**src/rtl/core/expr_tok_pkg.sv**
```systemverilog
package expr_tok_pkg;

  // Scanner modes, one-hot
  typedef enum logic [4:0] {
    MODE_IDLE    = 5'b00001,
    MODE_IDENT   = 5'b00010,
    MODE_NUMBER  = 5'b00100,
    MODE_STRING  = 5'b01000,
    MODE_DISCARD = 5'b10000
  } tok_mode_e;

  typedef enum logic [2:0] {
    KIND_END     = 3'd0,
    KIND_IDENT   = 3'd1,
    KIND_NUMBER  = 3'd2,
    KIND_NEWLINE = 3'd3,
    KIND_STRING  = 3'd4,
    KIND_OPER    = 3'd5,
    KIND_ERROR   = 3'd6
  } tok_kind_e;

  // Results written into the output queue by one source beat
  typedef struct packed {
    logic first;
    logic second;
  } tok_push_t;

  localparam logic [7:0] CHAR_NUL     = 8'h00;
  localparam logic [7:0] CHAR_TAB     = 8'h09;
  localparam logic [7:0] CHAR_NEWLINE = 8'h0A;
  localparam logic [7:0] CHAR_SPACE   = 8'h20;
  localparam logic [7:0] CHAR_QUOTE   = 8'h22;
  localparam logic [7:0] CHAR_LPAREN  = 8'h28;
  localparam logic [7:0] CHAR_RPAREN  = 8'h29;
  localparam logic [7:0] CHAR_STAR    = 8'h2A;
  localparam logic [7:0] CHAR_PLUS    = 8'h2B;
  localparam logic [7:0] CHAR_COMMA   = 8'h2C;
  localparam logic [7:0] CHAR_MINUS   = 8'h2D;
  localparam logic [7:0] CHAR_SLASH   = 8'h2F;
  localparam logic [7:0] CHAR_ZERO    = 8'h30;
  localparam logic [7:0] CHAR_NINE    = 8'h39;
  localparam logic [7:0] CHAR_A_LOW   = 8'h61;
  localparam logic [7:0] CHAR_Z_LOW   = 8'h7A;

  localparam int unsigned QUEUE_DEPTH = 4;

endpackage

```
**src/rtl/core/expression_tokenizer.sv**
```systemverilog
// Expression tokenizer. Takes one source byte per beat and returns tokens: identifiers
// (runs of a..z), decimal numbers (saturating, with an overflow flag), quoted strings,
// the operators , ( ) + - * /, newlines and errors; spaces and tabs are skipped and byte 0
// ends the input with an end token, after which line and offset restart at 1 and 0. A byte
// can close an identifier or number and start another token, so it yields zero, one or two
// tokens; last_result_o marks the final token of its byte. Each byte is scanned in the cycle
// it is accepted and its tokens are written into a four-entry output queue, from which they
// leave in order. source_ready_o is high while the queue has at least two free entries,
// independent of token_ready_i. Sustained rate is one byte per clock as long as
// the downstream side takes one token per clock and bytes average at most one token each;
// the single output port of the queue sets the token rate at one per clock. After an
// unexpected character bytes are dropped without tokens until byte 0. Offsets, lengths and
// the line count saturate at their maximum.
module expression_tokenizer import expr_tok_pkg::*; #(
  parameter int unsigned OFFSET_BITS = 16,
  parameter int unsigned NUMBER_BITS = 32
) (
  input  logic                   clk_i,
  input  logic                   rst_ni,
  input  logic                   source_valid_i,
  output logic                   source_ready_o,
  input  logic [7:0]             source_byte_i,
  output logic                   token_valid_o,
  input  logic                   token_ready_i,
  output logic [2:0]             token_kind_o,
  output logic [7:0]             operator_char_o,
  output logic [NUMBER_BITS-1:0] number_value_o,
  output logic                   number_overflow_o,
  output logic [OFFSET_BITS-1:0] start_offset_o,
  output logic [OFFSET_BITS-1:0] text_length_o,
  output logic [OFFSET_BITS-1:0] line_number_o,
  output logic                   last_result_o
);

  localparam int unsigned RES_W = 3 + 8 + NUMBER_BITS + 1 + 3 * OFFSET_BITS + 1;

  // Must match the field order of the scanner's result word
  typedef struct packed {
    tok_kind_e              kind;
    logic [7:0]             opc;
    logic [NUMBER_BITS-1:0] num;
    logic                   ovf;
    logic [OFFSET_BITS-1:0] start;
    logic [OFFSET_BITS-1:0] len;
    logic [OFFSET_BITS-1:0] line;
    logic                   last;
  } res_t;

  tok_push_t        push;
  logic [RES_W-1:0] res0, res1, head_raw;
  logic             room;
  logic             accept;
  res_t             head;

  // Take a source beat only when the queue can hold both tokens it may produce
  assign source_ready_o = room;
  assign accept         = source_valid_i && room;

  expr_tok_scan #(
    .OFFSET_BITS(OFFSET_BITS),
    .NUMBER_BITS(NUMBER_BITS)
  ) u_scan (
    .clk_i   (clk_i),
    .rst_ni  (rst_ni),
    .accept_i(accept),
    .byte_i  (source_byte_i),
    .push_o  (push),
    .res0_o  (res0),
    .res1_o  (res1)
  );

  // Output queue: holds finished tokens while the sink stalls
  expr_tok_fifo #(
    .WIDTH(RES_W)
  ) u_fifo (
    .clk_i  (clk_i),
    .rst_ni (rst_ni),
    .push_i (push),
    .data0_i(res0),
    .data1_i(res1),
    .room_o (room),
    .valid_o(token_valid_o),
    .ready_i(token_ready_i),
    .data_o (head_raw)
  );

  assign head              = head_raw;
  assign token_kind_o      = head.kind;
  assign operator_char_o   = head.opc;
  assign number_value_o    = head.num;
  assign number_overflow_o = head.ovf;
  assign start_offset_o    = head.start;
  assign text_length_o     = head.len;
  assign line_number_o     = head.line;
  assign last_result_o     = head.last;

endmodule

```
**src/rtl/core/expr_tok_scan.sv**
```systemverilog
module expr_tok_scan import expr_tok_pkg::*; #(
  parameter int unsigned OFFSET_BITS = 16,
  parameter int unsigned NUMBER_BITS = 32,
  localparam int unsigned RES_W = 3 + 8 + NUMBER_BITS + 1 + 3 * OFFSET_BITS + 1
) (
  input  logic             clk_i,
  input  logic             rst_ni,
  input  logic             accept_i,
  input  logic [7:0]       byte_i,
  output tok_push_t        push_o,
  output logic [RES_W-1:0] res0_o,
  output logic [RES_W-1:0] res1_o
);

  typedef struct packed {
    tok_kind_e              kind;
    logic [7:0]             opc;
    logic [NUMBER_BITS-1:0] num;
    logic                   ovf;
    logic [OFFSET_BITS-1:0] start;
    logic [OFFSET_BITS-1:0] len;
    logic [OFFSET_BITS-1:0] line;
    logic                   last;
  } res_t;

  localparam logic [OFFSET_BITS-1:0] OFF_ONE = OFFSET_BITS'(1);

  function automatic logic [OFFSET_BITS-1:0] sat_inc(input logic [OFFSET_BITS-1:0] v);
    return (&v) ? v : v + OFF_ONE;
  endfunction

  tok_mode_e              mode_q, mode_d;
  logic [NUMBER_BITS-1:0] acc_q, acc_d;
  logic                   ovf_q, ovf_d;
  logic [OFFSET_BITS-1:0] start_q, start_d;
  logic [OFFSET_BITS-1:0] len_q, len_d;
  logic [OFFSET_BITS-1:0] pos_q, pos_d;
  logic [OFFSET_BITS-1:0] line_q, line_d;

  logic is_letter, is_digit, is_oper;
  logic [NUMBER_BITS+3:0] prod;
  logic                   prod_ovf;

  assign is_letter = (byte_i >= CHAR_A_LOW) && (byte_i <= CHAR_Z_LOW);
  assign is_digit  = (byte_i >= CHAR_ZERO) && (byte_i <= CHAR_NINE);
  assign is_oper   = (byte_i == CHAR_COMMA) || (byte_i == CHAR_LPAREN) ||
                     (byte_i == CHAR_RPAREN) || (byte_i == CHAR_PLUS) ||
                     (byte_i == CHAR_MINUS) || (byte_i == CHAR_STAR) ||
                     (byte_i == CHAR_SLASH);

  // acc * 10 + digit; any bit above the number width means saturation
  assign prod = ({4'b0, acc_q} << 3) + ({4'b0, acc_q} << 1) +
                (NUMBER_BITS + 4)'(byte_i[3:0]);
  assign prod_ovf = ovf_q || (|prod[NUMBER_BITS+3:NUMBER_BITS]);

  res_t r0, r1, ir;
  logic v0, v1, iv, fall, restart;

  always_comb begin
    mode_d  = mode_q;
    acc_d   = acc_q;
    ovf_d   = ovf_q;
    start_d = start_q;
    len_d   = len_q;
    pos_d   = pos_q;
    line_d  = line_q;
    r0      = '0;
    r1      = '0;
    ir      = '0;
    r0.line = line_q;
    r1.line = line_q;
    ir.line = line_q;
    v0      = 1'b0;
    v1      = 1'b0;
    iv      = 1'b0;
    fall    = 1'b0;
    restart = 1'b0;

    if (accept_i) begin
      pos_d = sat_inc(pos_q);

      unique case (mode_q)
        MODE_STRING: begin
          if (byte_i == CHAR_QUOTE) begin
            v0 = 1'b1;
            r0.kind  = KIND_STRING;
            r0.start = start_q;
            r0.len   = len_q;
            mode_d   = MODE_IDLE;
          end else if (byte_i == CHAR_NUL) begin
            // unterminated string: error, then end
            v0 = 1'b1;
            r0.kind  = KIND_ERROR;
            r0.start = start_q;
            r0.len   = len_q;
            v1 = 1'b1;
            r1.kind  = KIND_END;
            r1.start = pos_q;
            restart  = 1'b1;
          end else begin
            len_d = sat_inc(len_q);
          end
        end
        MODE_DISCARD: begin
          if (byte_i == CHAR_NUL) begin
            v0 = 1'b1;
            r0.kind  = KIND_END;
            r0.start = pos_q;
            restart  = 1'b1;
          end
        end
        MODE_IDENT: begin
          if (is_letter) begin
            len_d = sat_inc(len_q);
          end else begin
            v0 = 1'b1;
            r0.kind  = KIND_IDENT;
            r0.start = start_q;
            r0.len   = len_q;
            fall     = 1'b1;
          end
        end
        MODE_NUMBER: begin
          if (is_digit) begin
            acc_d = prod_ovf ? '1 : prod[NUMBER_BITS-1:0];
            ovf_d = prod_ovf;
            len_d = sat_inc(len_q);
          end else begin
            v0 = 1'b1;
            r0.kind  = KIND_NUMBER;
            r0.num   = acc_q;
            r0.ovf   = ovf_q;
            r0.start = start_q;
            r0.len   = len_q;
            fall     = 1'b1;
          end
        end
        default: fall = 1'b1;
      endcase

      // Handle the byte as between tokens
      if (fall) begin
        mode_d = MODE_IDLE;
        if (byte_i == CHAR_NUL) begin
          iv = 1'b1;
          ir.kind  = KIND_END;
          ir.start = pos_q;
          restart  = 1'b1;
        end else if (byte_i == CHAR_SPACE || byte_i == CHAR_TAB) begin
          mode_d = MODE_IDLE;
        end else if (is_letter) begin
          mode_d  = MODE_IDENT;
          start_d = pos_q;
          len_d   = OFF_ONE;
        end else if (is_digit) begin
          mode_d  = MODE_NUMBER;
          start_d = pos_q;
          len_d   = OFF_ONE;
          acc_d   = NUMBER_BITS'(byte_i[3:0]);
          ovf_d   = 1'b0;
        end else if (is_oper) begin
          iv = 1'b1;
          ir.kind  = KIND_OPER;
          ir.opc   = byte_i;
          ir.start = pos_q;
          ir.len   = OFF_ONE;
        end else if (byte_i == CHAR_NEWLINE) begin
          iv = 1'b1;
          ir.kind  = KIND_NEWLINE;
          ir.start = pos_q;
          ir.len   = OFF_ONE;
          line_d   = sat_inc(line_q);
        end else if (byte_i == CHAR_QUOTE) begin
          mode_d  = MODE_STRING;
          start_d = sat_inc(pos_q);
          len_d   = '0;
        end else begin
          iv = 1'b1;
          ir.kind  = KIND_ERROR;
          ir.opc   = byte_i;
          ir.start = pos_q;
          mode_d   = MODE_DISCARD;
        end

        if (iv) begin
          if (v0) begin
            r1 = ir;
            v1 = 1'b1;
          end else begin
            r0 = ir;
            v0 = 1'b1;
          end
        end
      end

      if (v1) begin
        r1.last = 1'b1;
      end else if (v0) begin
        r0.last = 1'b1;
      end

      // End of input: back to line 1, offset 0
      if (restart) begin
        mode_d  = MODE_IDLE;
        acc_d   = '0;
        ovf_d   = 1'b0;
        start_d = '0;
        len_d   = '0;
        pos_d   = '0;
        line_d  = OFF_ONE;
      end
    end
  end

  always_ff @(posedge clk_i or negedge rst_ni) begin
    if (!rst_ni) begin
      mode_q  <= MODE_IDLE;
      acc_q   <= '0;
      ovf_q   <= 1'b0;
      start_q <= '0;
      len_q   <= '0;
      pos_q   <= '0;
      line_q  <= OFF_ONE;
    end else begin
      mode_q  <= mode_d;
      acc_q   <= acc_d;
      ovf_q   <= ovf_d;
      start_q <= start_d;
      len_q   <= len_d;
      pos_q   <= pos_d;
      line_q  <= line_d;
    end
  end

  assign push_o.first  = v0;
  assign push_o.second = v1;
  assign res0_o        = r0;
  assign res1_o        = r1;

  a_second_needs_first: assert property (@(posedge clk_i) disable iff (!rst_ni)
    push_o.second |-> push_o.first)
    else $error("second token pushed without a first");

  a_end_restarts: assert property (@(posedge clk_i) disable iff (!rst_ni)
    (accept_i && byte_i == CHAR_NUL) |=> (line_q == OFF_ONE && pos_q == '0 &&
                                          mode_q == MODE_IDLE))
    else $error("end of input did not restart the scanner");

endmodule

```
**src/rtl/core/expr_tok_fifo.sv**
```systemverilog
module expr_tok_fifo import expr_tok_pkg::*; #(
  parameter int unsigned WIDTH = 8
) (
  input  logic             clk_i,
  input  logic             rst_ni,
  input  tok_push_t        push_i,
  input  logic [WIDTH-1:0] data0_i,
  input  logic [WIDTH-1:0] data1_i,
  output logic             room_o,
  output logic             valid_o,
  input  logic             ready_i,
  output logic [WIDTH-1:0] data_o
);

  localparam int unsigned PTR_W = $clog2(QUEUE_DEPTH);

  logic [WIDTH-1:0] mem [QUEUE_DEPTH];
  logic [PTR_W-1:0] wr_ptr_q, wr_ptr_d, rd_ptr_q, rd_ptr_d;
  logic [PTR_W:0]   count_q, count_d;
  logic             pop;

  assign pop     = valid_o && ready_i;
  assign valid_o = (count_q != '0);
  assign data_o  = mem[rd_ptr_q];
  // Room for the worst case of two tokens from one beat
  assign room_o  = (count_q <= (PTR_W + 1)'(QUEUE_DEPTH - 2));

  assign wr_ptr_d = wr_ptr_q + PTR_W'(push_i.first) + PTR_W'(push_i.second);
  assign rd_ptr_d = rd_ptr_q + PTR_W'(pop);
  assign count_d  = count_q + (PTR_W + 1)'(push_i.first) + (PTR_W + 1)'(push_i.second) -
                    (PTR_W + 1)'(pop);

  always_ff @(posedge clk_i) begin
    if (push_i.first) begin
      mem[wr_ptr_q] <= data0_i;
    end
    if (push_i.second) begin
      mem[wr_ptr_q + PTR_W'(1)] <= data1_i;
    end
  end

  always_ff @(posedge clk_i or negedge rst_ni) begin
    if (!rst_ni) begin
      wr_ptr_q <= '0;
      rd_ptr_q <= '0;
      count_q  <= '0;
    end else begin
      wr_ptr_q <= wr_ptr_d;
      rd_ptr_q <= rd_ptr_d;
      count_q  <= count_d;
    end
  end

  a_no_overrun: assert property (@(posedge clk_i) disable iff (!rst_ni)
    (push_i.first || push_i.second) |-> room_o)
    else $error("token queue pushed without room");

  a_count_bound: assert property (@(posedge clk_i) disable iff (!rst_ni)
    count_q <= (PTR_W + 1)'(QUEUE_DEPTH))
    else $error("token queue count out of range");

endmodule

```
**config.mk**
```make
export PLATFORM = sky130hd
export DESIGN_NAME = expression_tokenizer
export DESIGN_NICKNAME = d
export VERILOG_FILES = /design/src/rtl/core/expr_tok_pkg.sv /design/src/rtl/core/expression_tokenizer.sv /design/src/rtl/core/expr_tok_scan.sv /design/src/rtl/core/expr_tok_fifo.sv
export SDC_FILE = /design/constraint.sdc
export NUM_CORES = 1
export LEC_CHECK = 0
export BUFFER_PORTS_ARGS = -buffer_cell sky130_fd_sc_hd__buf_2
export CAP_MARGIN = 10
export CELL_PAD_IN_SITES_DETAIL_PLACEMENT = 1
export CELL_PAD_IN_SITES_GLOBAL_PLACEMENT = 1
export CORE_MARGIN = 10
export CORE_UTILIZATION = 52
export CTS_CLUSTER_DIAMETER = 200
export CTS_CLUSTER_SIZE = 14
export DETAILED_ROUTE_END_ITERATION = 6
export GPL_ROUTABILITY_DRIVEN = 0
export PLACE_DENSITY = 0.85
export SLEW_MARGIN = 15
export SYNTH_ARGS = -nofsm -noshare
export SYNTH_HDL_FRONTEND = slang
export SYNTH_HIERARCHICAL = 1
export SYNTH_SLANG_ARGS = --single-unit
```
**constraint.sdc**
```tcl
create_clock -name clk_i -period 10.35 [get_ports clk_i]
set_clock_uncertainty 0.1 [all_clocks]
set_input_delay 0.5175 -clock clk_i [delete_from_list [all_inputs] [get_ports clk_i]]
set_output_delay 0.5175 -clock clk_i [all_outputs]
set_load 0.01 [all_outputs]
```
==> summary.md <==
| Metric | Value |
|---|---|
| Synth top area cells | `edfxtp_1, mux2_2, dfrtp_1, mux4_2, ha_1` |
| Top FF cell, synth | `edfxtp_1` |
| Remaining global-route overflow | `0` |
| Number of DRC markers in iteration 0 | `approximately 1200` |
| Top post-synthesis cells by count | `edfxtp_1, mux2_2, dfrtp_1` |
| Maximum buffer depth of the clock tree | `3` |
| Crit path kind | `reg2reg` |
| CP max FO | `a little over 60` |
| Fin nets | `2236` |
| Reg2Reg Depth | `13` |
| Final Hold Viols | `0` |
| Die height | `250.5 um` |
| Worst Path Arrival | `5830 ps` |
| RR Endpoint | `u_fifo/mem[0][68]` |
| Final Instance Area | `29550 um^2` |
| CP cell instances | `inv_1 > ha_1 > a21o_1 > and2_2 > buf_4 > clkinv_1 > buf_4 > a21oi_2 > buf_4 > nand3_4 > o31ai_4 > buf_4 > buf_4` |
| CTS tree | `built` |
| Pin count of the biggest net entering global routing | `68` |
| Worst R2R Start | `u_fifo/count_q[1]` |
| Initial antenna violation count | `7` |
| Synth Register Bits | `481` |
| Final Core Density | `roughly 56%` |
| Max H-tree Level | `2` |
| Crit path buf inv count | `7` |
| Placeable core area | `52550 um^2` |
| Pwr Density | `about 200 nW/um^2` |
| Endpoint, Worst Hold | `u_fifo/rd_ptr_q[0]` |
| Final std cells w/o fill | `2869` |
| Worst Tran Pin Value | `~1200 ps` |
| Relative slew margins | `between 20% and 30%` |
| Global Route Usage Sum | `23.76%` |
| Minimum clock period | `5713 ps` |
| Root buf cell | `clkbuf_16` |
| Area grow syn2layout | `6.908%` |
| Max-Cap Viols | `0` |
| DRC viols | `0` |
| Post-DP Area | `28370 um^2` |
| Post-CTS Resized | `0` |
| Share of layout cells above drive strength 1 | `31.38%` |
| CTS Sinks | `481` |
| DRT Pass-1 Iters | `5` |
| Worst path required time | `10470 ps` |
| Pwr Total | `approximately 5.8 mW` |
| RSZ-0062 raised after global routing | `false` |
| Async set-reset flop share out of synthesis | `22.66%` |
| M3 GR Usage | `3.397%` |
| Worst Hold Depth | `3` |
| Syn Area/Cell | `13.01 um^2` |
| IO buf count | `106` |
| Sequential-to-total area share from yosys stat | `roughly half` |
| Post-synth cell types | `83` |
| R2R setup slack | `around 4600 ps` |
| GR Util met2 | `42.37%` |
| CTS clk-pin slew, worst paths | `70 ps` |
| Status | `finished clean` |
| Post-synthesis instance total | `2125` |
| Grt peak-use layer | `met2` |
| CP delay by family, top | `buffers and inverters` |
| Worst hold path startpoint | `token_ready_i` |
| Finish-stage setup viols | `0` |
| Vias in the first global route | `a little under 20000` |
| Grt met1 use | `28.91%` |
| Global-route wire length before repair | `118500 um` |
| Drt wl/cell | `26.37 um` |
| Leakage | `11.58 nW` |
| Via Count | `~18000` |
| Crit-path max cell delay | `840 ps` |
| Clock Latency Late Sink | `600 ps` |
| DIE WIDTH | `250.5 um` |
| Total CTS buffers | `40` |
| Final wirelength | `75650 um` |
| Hpwl dp | `49700 um` |
| Fin Setup TNS | `0 ps` |
| Die ar. | `62770 um^2` |
| Slowest stage cell, crit path | `nand3_4` |
| Fmax achieved | `175.0 MHz` |
| Post-Place Cells | `about 2800` |
| I/O Pins | `107` |
| Mapped cell area | `approximately 28000 um^2` |
| Cell mode on critical path | `buf_4` |
| Tcrit/Tclk final | `55.20%` |
| Max-slew violation count | `0` |
| Setup Buffers After CTS | `0` |
| Hold WC Path Type | `in2reg` |
| YS warnings | `6` |
| Vias per inst | `6.329` |
| CP Launch Type | `register` |
| Peak VDD IR | `0.1241 mV` |
| Routed Antenna Nets | `0` |
| EDFF count, synth | `approximately 370` |
| Row count | `84` |
| Initial core utilization | `52.59%` |
| Critical path capture point type | `register` |
| Synth top area share | `40.42%` |
| Synth area leader | `edfxtp_1` |
## metrics by stage
step / hold slack [ps] / worst slack [ps]
after floorplan: 121.9 / 552.2
after global placement: 364.5 / 4602
after detailed placement: 371.9 / 4426
after CTS: 294.9 / 4615
after global routing: 314.6 / 4269
final: 317.4 / 4637
## cell families after synthesis
| group | synth area share [%] |
|---|---|
| compound gates | 8.647 |
| xor+xnor | 1.648 |
| fa+ha+maj | 3.486 |
| buf+inv | 4.600 |
| flops | 50.30 |
| mux | 22.84 |
| other cells | 0.01357 |
| simple gates | 8.466 |
## report_power, final
part           total [mW]  internal (mW)  switching (mW)  leakage [nW]
Sequential           2.54           2.34           0.204          4.87
Combinational        1.83          0.766            1.07          6.16
Clock                1.45          0.747           0.704         0.553
## tightest hold or removal path: stages
cell    delay, ps
buf_2          70
and2_1        200
ha_1          150
## what timing repair did
| item | CTS | global route |
|---|---|---|
| hold endpoints to repair | 55 | 0 |
| hold buffers | 1 | 0 |
| setup endpoints to repair | 0 | 0 |
## metal layers
layer / vias up / share of wire, %
li1: 8122 / -
met1: 9403 / 40
met2: 486 / 52
met3: 136 / 4.9
met4: 12 / 2.9
met5: - / 0.10
## layout make-up
cell class / instances / area, um^2
Multi-Input combinational cell: 1459 / 12730
Sequential cell: 481 / 13910
Fill cell: 5243 / 23000
Clock inverter: 3 / 28.78
Tap cell: 688 / 860.8
Antenna cell: 1 / 2.502
Clock buffer: 69 / 1131
Timing Repair Buffer: 138 / 775.7
Inverter: 30 / 112.6
## worst max-delay path by stage
stage / from / to / slack, ps / cells after the start
after global routing: u_fifo/count_q[1] / u_fifo/mem[0][23] / 4270 / 13
after detailed placement: source_byte_i[1] / u_fifo/mem[0][73] / 4430 / 13
after CTS: u_fifo/count_q[1] / u_fifo/mem[0][63] / 4620 / 13
after global placement: source_byte_i[1] / u_fifo/mem[0][64] / 4600 / 13
final: u_fifo/count_q[1] / u_fifo/mem[0][68] / 4640 / 13
after floorplan: source_byte_i[1] / u_fifo/mem[0][0] / 550 / 11
## registers in the layout (all words and copies together) (netlist names)
name,cells
u_fifo/mem,372
u_scan/acc_q,32
u_scan/len_q,16
u_scan/line_q,16
u_scan/pos_q,16
u_scan/start_q,16
u_scan/mode_q,5
u_fifo/count_q,3
u_fifo/rd_ptr_q,2
u_fifo/wr_ptr_q,2
u_scan/ovf_q,1
## cells in the final DEF, fill, tap and decap left out, types with 31 or more instances in the layout
cell	Yosys	layout
a21oi_1	88	88
and2_1	71	70
and3_1	33	33
buf_2	60	105
buf_4	78	32
clkbuf_16	0	41
conb_1	1	48
dfrtp_1	107	105
edfxtp_1	372	372
ha_1	69	69
mux2_2	372	372
mux4_2	93	93
nand2_1	104	104
nand3_1	33	32
nand4_1	31	31
nor2_1	91	90
o21ai_0	91	90
Note: power is estimated with default switching activity, not from simulation.
